## src/rtl/core/lfr_pkg.sv

```systemverilog
// shared types, constants and seeding function of the lagged fibonacci range generator
package lfr_pkg;

   localparam int unsigned RING_LEN   = 55;
   localparam int unsigned LAG_OFFSET = 31;
   localparam int unsigned WORD_BITS  = 30;
   localparam int unsigned VAL_BITS   = 16;
   localparam int unsigned SEED_WORDS = 10;
   localparam int unsigned IDX_BITS   = $clog2(RING_LEN);

   typedef logic [WORD_BITS-1:0] word_type;
   typedef logic [VAL_BITS-1:0]  val_type;

   localparam logic OP_RAW   = 1'b0;
   localparam logic OP_RANGE = 1'b1;

   localparam word_type RESET_SEED = word_type'(1);

   typedef struct packed {
      logic                       op;
      logic signed [VAL_BITS-1:0] range_low;
      logic signed [VAL_BITS-1:0] range_high;
   } req_type;

   typedef struct packed {
      word_type                   raw_word;
      logic signed [VAL_BITS-1:0] ranged_value;
   } rsp_type;

   // decoded range request: draws are needed only for a span above one
   typedef struct packed {
      logic    draw_needed;
      val_type limit;        // span minus one, largest accepted masked value
      val_type mask;
   } span_info_type;

   // seeded ring word k is a*seed + b with fibonacci coefficients
   function automatic word_type seed_word(input logic [IDX_BITS-1:0] idx,
                                          input word_type seed);
      logic [5:0] coef_a;
      logic [5:0] coef_b;
      begin
         case (idx)
            6'd0: begin coef_a = 6'd1;  coef_b = 6'd0;  end
            6'd1: begin coef_a = 6'd0;  coef_b = 6'd1;  end
            6'd2: begin coef_a = 6'd1;  coef_b = 6'd1;  end
            6'd3: begin coef_a = 6'd1;  coef_b = 6'd2;  end
            6'd4: begin coef_a = 6'd2;  coef_b = 6'd3;  end
            6'd5: begin coef_a = 6'd3;  coef_b = 6'd5;  end
            6'd6: begin coef_a = 6'd5;  coef_b = 6'd8;  end
            6'd7: begin coef_a = 6'd8;  coef_b = 6'd13; end
            6'd8: begin coef_a = 6'd13; coef_b = 6'd21; end
            6'd9: begin coef_a = 6'd21; coef_b = 6'd34; end
            default: begin coef_a = 6'd0; coef_b = 6'd0; end
         endcase
         seed_word = word_type'(word_type'(coef_a) * seed + word_type'(coef_b));
      end
   endfunction

endpackage

```

## src/rtl/core/lfr_cell.sv

```systemverilog
// one ring cell: holds a word, reloads on seeding, takes its neighbor's word on a draw
module lfr_cell (
   input  logic              clock,
   input  logic              load_en,
   input  lfr_pkg::word_type load_word,
   input  logic              shift_en,
   input  lfr_pkg::word_type shift_word,
   output lfr_pkg::word_type word_out
);

   lfr_pkg::word_type word_ff;
   lfr_pkg::word_type word_in;

   always_comb begin
      word_in = word_ff;
      if (load_en) begin
         word_in = load_word;
      end else if (shift_en) begin
         word_in = shift_word;
      end
   end

   always_ff @(posedge clock) begin
      word_ff <= word_in;
   end

   assign word_out = word_ff;

endmodule

```

## src/rtl/core/lfr_span.sv

```systemverilog
// decodes a range request into draw need, acceptance limit and draw mask
module lfr_span (
   input  lfr_pkg::req_type       req,
   output lfr_pkg::span_info_type info
);

   logic signed [lfr_pkg::VAL_BITS:0] diff;
   lfr_pkg::val_type                   smear;

   always_comb begin
      diff = {req.range_high[lfr_pkg::VAL_BITS-1], req.range_high}
           - {req.range_low[lfr_pkg::VAL_BITS-1], req.range_low};
      // fill every bit below the top set bit of the limit
      smear = diff[lfr_pkg::VAL_BITS-1:0];
      smear = smear | (smear >> 1);
      smear = smear | (smear >> 2);
      smear = smear | (smear >> 4);
      smear = smear | (smear >> 8);
      info.draw_needed = !diff[lfr_pkg::VAL_BITS] && (|diff[lfr_pkg::VAL_BITS-1:0]);
      info.limit       = diff[lfr_pkg::VAL_BITS-1:0];
      info.mask        = smear;
   end

endmodule

```

## src/rtl/core/lagged_fibonacci_range_rng_core.sv

```systemverilog
// top level of the additive lagged fibonacci generator with ranged draws
// a word is taken, then the draws are made in ST_RUN (none when no draw is needed)
// before the result is registered on rsp_; rsp_valid rises the cycle after the last draw
// a new word is taken only in ST_IDLE with the output slot free or being emptied;
// the ring shifts one cell per draw, so draws of one word are strictly sequential
// reset (synchronous): ring reloads with seed 1, output empty, no clearing pass
module lagged_fibonacci_range_rng_core (
   input  logic              clock,
   input  logic              reset,
   input  logic              req_valid,
   output logic              req_ready,
   input  lfr_pkg::req_type  req_data,
   output logic              rsp_valid,
   input  logic              rsp_ready,
   output lfr_pkg::rsp_type  rsp_data,
   input  logic              csr_wr_en,
   input  lfr_pkg::word_type csr_wr_data
);

   // one-hot sequencer states
   typedef enum logic [1:0] {
      ST_IDLE = 2'b01,
      ST_RUN  = 2'b10
   } state_type;

   state_type state_ff;
   state_type state_in;

   // ring cells: cell 0 and cell LAG_OFFSET are the lagged pair, the last cell the write position
   lfr_pkg::word_type ring_word [lfr_pkg::RING_LEN];
   lfr_pkg::word_type draw_sum;
   lfr_pkg::word_type seed_src;
   logic              seed_load;
   logic              shift_en;

   // latched request
   logic                  op_ff;
   logic                  op_in;
   lfr_pkg::val_type      low_ff;
   lfr_pkg::val_type      low_in;
   lfr_pkg::span_info_type info_ff;
   lfr_pkg::span_info_type info_in;
   lfr_pkg::span_info_type req_info;
   logic                  draws_ff;
   logic                  draws_in;

   // output register
   logic             rsp_valid_ff;
   logic             rsp_valid_in;
   lfr_pkg::rsp_type rsp_data_ff;
   lfr_pkg::rsp_type rsp_data_in;

   logic             req_take;
   logic             item_done;
   logic             draw_hit;
   lfr_pkg::val_type masked;

   // seeding happens on reset and on every seed write
   assign seed_load = reset || csr_wr_en;
   assign seed_src  = reset ? lfr_pkg::RESET_SEED : csr_wr_data;

   // the additive step: sum of the two lagged words enters at the tail
   assign draw_sum = ring_word[0] + ring_word[lfr_pkg::LAG_OFFSET];

   for (genvar gi = 0; gi < lfr_pkg::RING_LEN; gi++) begin : g_ring
      lfr_pkg::word_type cell_load;
      lfr_pkg::word_type cell_next;

      if (gi < lfr_pkg::SEED_WORDS) begin : g_seeded
         assign cell_load = lfr_pkg::seed_word(lfr_pkg::IDX_BITS'(gi), seed_src);
      end else begin : g_zero
         assign cell_load = '0;
      end

      // each cell takes its upper neighbor; the last cell takes the new sum
      if (gi == lfr_pkg::RING_LEN - 1) begin : g_tail
         assign cell_next = draw_sum;
      end else begin : g_body
         assign cell_next = ring_word[gi+1];
      end

      lfr_cell u_cell (
         .clock      (clock),
         .load_en    (seed_load),
         .load_word  (cell_load),
         .shift_en   (shift_en),
         .shift_word (cell_next),
         .word_out   (ring_word[gi])
      );
   end

   lfr_span u_span (
      .req  (req_data),
      .info (req_info)
   );

   // a new word only when idle and the output slot is free or being emptied
   assign req_ready = (state_ff == ST_IDLE) && (!rsp_valid_ff || rsp_ready);
   assign req_take  = req_valid && req_ready;

   // masked draw and rejection test
   assign masked   = draw_sum[lfr_pkg::VAL_BITS-1:0] & info_ff.mask;
   assign draw_hit = (op_ff == lfr_pkg::OP_RAW) || (masked <= info_ff.limit);

   assign shift_en  = (state_ff == ST_RUN) && draws_ff && !seed_load;
   assign item_done = (state_ff == ST_RUN) && (!draws_ff || draw_hit);

   always_comb begin
      state_in = state_ff;
      unique case (state_ff)
         ST_IDLE: begin
            if (req_take) begin
               state_in = ST_RUN;
            end
         end
         ST_RUN: begin
            if (item_done) begin
               state_in = ST_IDLE;
            end
         end
         default: state_in = ST_IDLE;
      endcase
   end

   always_comb begin
      op_in    = op_ff;
      low_in   = low_ff;
      info_in  = info_ff;
      draws_in = draws_ff;
      if (req_take) begin
         op_in    = req_data.op;
         low_in   = req_data.range_low;
         info_in  = req_info;
         draws_in = (req_data.op == lfr_pkg::OP_RAW) || req_info.draw_needed;
      end
   end

   // result: the slot is always empty when an item finishes
   always_comb begin
      rsp_valid_in = rsp_valid_ff && !rsp_ready;
      rsp_data_in  = rsp_data_ff;
      if (item_done) begin
         rsp_valid_in = 1'b1;
         if (!draws_ff) begin
            // empty or single-value range: no draw, return the low bound
            rsp_data_in.raw_word     = '0;
            rsp_data_in.ranged_value = low_ff;
         end else if (op_ff == lfr_pkg::OP_RAW) begin
            rsp_data_in.raw_word     = draw_sum;
            rsp_data_in.ranged_value = '0;
         end else begin
            rsp_data_in.raw_word     = draw_sum;
            rsp_data_in.ranged_value = low_ff + masked;
         end
      end
   end

   always_ff @(posedge clock) begin
      if (reset) begin
         state_ff     <= ST_IDLE;
         rsp_valid_ff <= 1'b0;
         draws_ff     <= 1'b0;
      end else begin
         state_ff     <= state_in;
         rsp_valid_ff <= rsp_valid_in;
         draws_ff     <= draws_in;
      end
   end

   always_ff @(posedge clock) begin
      op_ff       <= op_in;
      low_ff      <= low_in;
      info_ff     <= info_in;
      rsp_data_ff <= rsp_data_in;
   end

   assign rsp_valid = rsp_valid_ff;
   assign rsp_data  = rsp_data_ff;

endmodule
```

## config.mk

```make
export PLATFORM = sky130hd
export DESIGN_NAME = lagged_fibonacci_range_rng_core
export DESIGN_NICKNAME = d
export VERILOG_FILES = /design/src/rtl/core/lfr_pkg.sv /design/src/rtl/core/lfr_cell.sv /design/src/rtl/core/lfr_span.sv /design/src/rtl/core/lagged_fibonacci_range_rng_core.sv
export SDC_FILE = /design/constraint.sdc
export NUM_CORES = 2
export LEC_CHECK = 0
export BUFFER_PORTS_ARGS = -buffer_cell sky130_fd_sc_hd__buf_2
export CAP_MARGIN = 20
export CORE_UTILIZATION = 35
export DETAILED_ROUTE_END_ITERATION = 8
export SLEW_MARGIN = 15
export SYNTH_ARGS = -nofsm -noshare
export SYNTH_HDL_FRONTEND = slang
export SYNTH_HIERARCHICAL = 1
export SYNTH_SLANG_ARGS = --single-unit
```

## constraint.sdc

```tcl
create_clock -name clock -period 10.29 [get_ports clock]
set_input_delay 1.5435 -clock clock [delete_from_list [all_inputs] [get_ports clock]]
set_output_delay 1.5435 -clock clock [all_outputs]
set_load 0.02 [all_outputs]
```

==> flow_summary_export.csv <==
group,metric,value,unit
floorplanning,initial_core_util,0.353,
critical_path,start_kind,"input port",
critical_path,worstPathRequired,10840,ps
grt,grt.total_usage,0.158,
grt,grt_pass1_vias,49000,
placed_design,routabilityCongestion,0.873,
critical_path,r2r_slack,4760,ps
cts,post_cts_resized,0,
logic_synthesis,synth.area.top_cells,"edfxtp_1, mux2_2, ha_1, buf_6, xnor2_1",
routing,route.met3.wl,7.16,mm
power,p_switching,4.55,mW
logic_synthesis,yosysSeqAreaShare,0.603,
worst_hold_path,whs_path_depth,1,
logic_synthesis,ys.warnings.count,6,
cts,cts_tree,"built",
cts,clkLatencyLatePin,810,ps
grt,antenna_found_initial,42,
critical_path,end_kind,"flop",
logic_synthesis,synth_cells,5464,
routing,first_pass_iters,5,
sta,relSlewSlack,0.242,
logic_synthesis,synth_top_cell_by_area,"edfxtp_1",
floorplanning,rows,182,
finish,multiInputGateArea,36700,um^2
run_status,status,"finished, final reports clean",
logic_synthesis,ys.flop_type,"edfxtp_1",
logic_synthesis,ys_seq_elements,1749,
grt,overflow,0,
cts,ctsHoldBuffers,0,
routing,routed_via_density,4.52,
cts,cts_root_buf,"clkbuf_16",
finish,area_growth,16.7,%
floorplanning,core,247000,um^2
routing,drt_iter0_markers,3149,
finish,final_util,0.412,
routing,vias,47400,
placed_design,port-buffer-count,115,
routing,drt_wl_total,198,mm
logic_synthesis,syn-cell-area,87000,um^2
logic_synthesis,synth.distinct_cells,98,
floorplanning,die_h,501,um
critical_path,worstSetupPathType,"input port to flop",
cts,cts_max_path_buffers,3,
logic_synthesis,avgSynthCellArea,15.9,um^2
power,power,18.2,mW
finish,finalNetCount,7444,
cts,cts_max_level,4,
sta,layout_min_cycle_time,6720,ps
sta,finalMaxSlewViolations,0,
sta,worst_pin_slew,1130,ps
sta,hold_viol,0,
logic_synthesis,synth_async_sr_flop_share,0,
placed_design,dpl_worst_slack,2860,ps
power,pwr-share-clk,0.364,
power,p_sw_frac,0.250,
logic_synthesis,yosys.cell_count.top_type,"edfxtp_1",
cts,cts_setup_buffers,0,
worst_hold_path,hold_class,"flop to flop",
sta,clock.fmax,0.149,GHz
logic_synthesis,ys_top_cells_by_count,"edfxtp_1, mux2_2, ha_1, inv_1, buf_6",
floorplanning,dieArea,251000,um^2
sta,hold_ws,527,ps
sta,finalSetupTns,0,ps
placed_design,dp_hpwl,136,mm
worst_hold_path,hp-start,"g_ring[42].u_cell/word_out[28]$_DFFE_PP_",
finish,drive_above_1_share,0.305,
floorplanning,fp.dieW,501,um
cts,clock-sinks,1749,
finish,seqCellArea,52500,um^2
grt,grt_start_max_net_pins,186,
power,p_comb_frac,0.142,
critical_path,arrival,7270,ps
power,p_leak,40.5,nW
power,internal-power,13.7,mW
cts,cts_buffers,188,
flow_run,cap_violations,0,
critical_path,r2r-start,"g_ring[0].u_cell/word_out[0]$_DFFE_PP_",
routing,drt-met1-wl,87.2,mm
worst_hold_path,hold_end,"g_ring[41].u_cell/word_out[28]$_DFFE_PP_",
routing,drc_errors,0,
routing,antenna_left,0,
cts,clkTransAtPathRegs,60,ps
finish,fillers,22900,
sta,setup_ws,3570,ps
critical_path,reg2reg_to,"rsp_data[34]$_SDFFCE_PN0P_",
routing,detail_route.wl_per_cell,18.8,um
sta,fin_worst_skew,36.4,ps
floorplanning,top_level_ports,116,
critical_path,worstRegToRegCells,17,
grt,grt_pass1_wl,301,mm
routing,met2_length,97.5,mm
critical_path,crit_path_max_fanout,26,
routing,top_layer,"met5",
sta,rsz0062_at_grt,"false",
sta,setup_viol_count_final,0,
power,vdd_drop_max,0.000175,V
sta,post-route-period-util,0.653,
logic_synthesis,synth_edf_count,1745,
power,seqPwrFrac,0.494,
logic_synthesis,synth_top_area_frac,0.602,
power,power.density,180,nW/um^2
## placed cells by master, fill, tap and decap left out, drive strengths merged, types with 7 or more instances in the layout
master | Yosys | final
o2bb2ai | 12 | 12
a21oi | 124 | 124
a311o | 8 | 8
clkbuf | 16 | 225
diode | 0 | 23
a211oi | 27 | 27
o211ai | 18 | 18
nand2 | 89 | 89
edfxtp | 1745 | 1745
nor3 | 37 | 37
clkinvlp | 0 | 7
o21ai | 56 | 56
nand2b | 27 | 27
nor4 | 9 | 9
xnor2 | 146 | 146
and3 | 33 | 33
o21bai | 14 | 14
a21o | 64 | 64
or2 | 65 | 65
or3 | 11 | 11
ha | 312 | 312
nor2 | 114 | 114
clkinv | 1 | 91
nand3 | 53 | 53
and2 | 57 | 57
nor2b | 36 | 36
xor2 | 47 | 47
o21a | 21 | 21
inv | 296 | 307
conb | 2 | 1384
buf | 173 | 159
bufinv | 0 | 14
nand4 | 30 | 30
a31oi | 21 | 21
mux2 | 1651 | 1651
fa | 57 | 57
## logic make-up (layout without fill, tap and decap cells)
kind of cell,count (synthesis),count (layout),share of synthesized area
buf+inv,486,803,0.0355
compound gates,434,434,0.0347
mux,1654,1654,0.214
fa+ha+maj,369,369,0.0580
simple gates,577,577,0.0353
other cells,2,1407,0.0000863
flops,1749,1749,0.603
xor+xnor,193,193,0.0195
## state kept, by name, indices dropped and copies added (netlist names)
register                cells
low_ff                     16
info_ff                    32
state_ff                    2
rsp_data                   46
g_ring.u_cell/word_out   1650
draws_ff                    1
rsp_valid                   1
op_ff                       1
## routing by layer
metal	vias to the layer above	GRT usage
met5	-	0
met4	4	0.0508
met3	283	0.0234
met2	766	0.272
met1	23800	0.204
li1	22600	-
## per-stage QoR
| step | cells | cell area (um^2) |
|---|---|---|
| 2_1_floorplan | 6846 | 92200 |
| 3_3_place_gp | 10100 | 95300 |
| 3_5_place_dp | 10100 | 95300 |
| 4_1_cts | 10500 | 101000 |
| 5_1_grt | 10500 | 102000 |
| 6_report | 10500 | 102000 |
## worst max-delay path by stage
stage	from	to	slack [ps]	cells after the start
global route	reset	g_ring[8].u_cell/word_out[28]$_DFFE_PP_	3450	18
global placement	reset	g_ring[9].u_cell/word_out[28]$_DFFE_PP_	2790	19
CTS	reset	g_ring[9].u_cell/word_out[28]$_DFFE_PP_	3730	19
finish	reset	g_ring[9].u_cell/word_out[28]$_DFFE_PP_	3570	19
detailed placement	reset	g_ring[9].u_cell/word_out[28]$_DFFE_PP_	2860	19
floorplan	reset	g_ring[0].u_cell/word_out[0]$_DFFE_PP_	1680	5
## worst max-delay path, stage by stage
cell and delay, ps:
buf_2 110, buf_4 240, nor2b_1 790, ha_1 400, inv_1 80, fa_1 420
inv_1 90, fa_1 440, ha_1 250, a21o_1 210, a311o_1 370, o31ai_1 520
a21oi_1 290, a221o_1 470, a211oi_1 330, o41ai_1 150, a21oi_1 190, xnor2_1 80
mux2_2 260
## layout make-up
cell class,count,share of cell area
Sequential cell,1749,0.517
Tap cell,3312,0.0408
Timing Repair Buffer,160,0.0105
Clock inverter,122,0.0104
Multi-Input combinational cell,4611,0.361
Antenna cell,23,0.000567
Clock buffer,224,0.0487
Inverter,297,0.0110
## power groups by stage
stage | sequential, mW | combinational (mW) | clock [mW]
2_1_floorplan | 9.02 | 1.91 | 0
3_3_place_gp | 9.16 | 2.51 | 0
5_1_grt | 9.09 | 2.85 | 7.11
6_report | 9.01 | 2.58 | 6.64
3_5_place_dp | 9.17 | 2.55 | 0
4_1_cts | 9.04 | 2.58 | 6.86
Note: power is estimated with default switching activity, not from simulation.
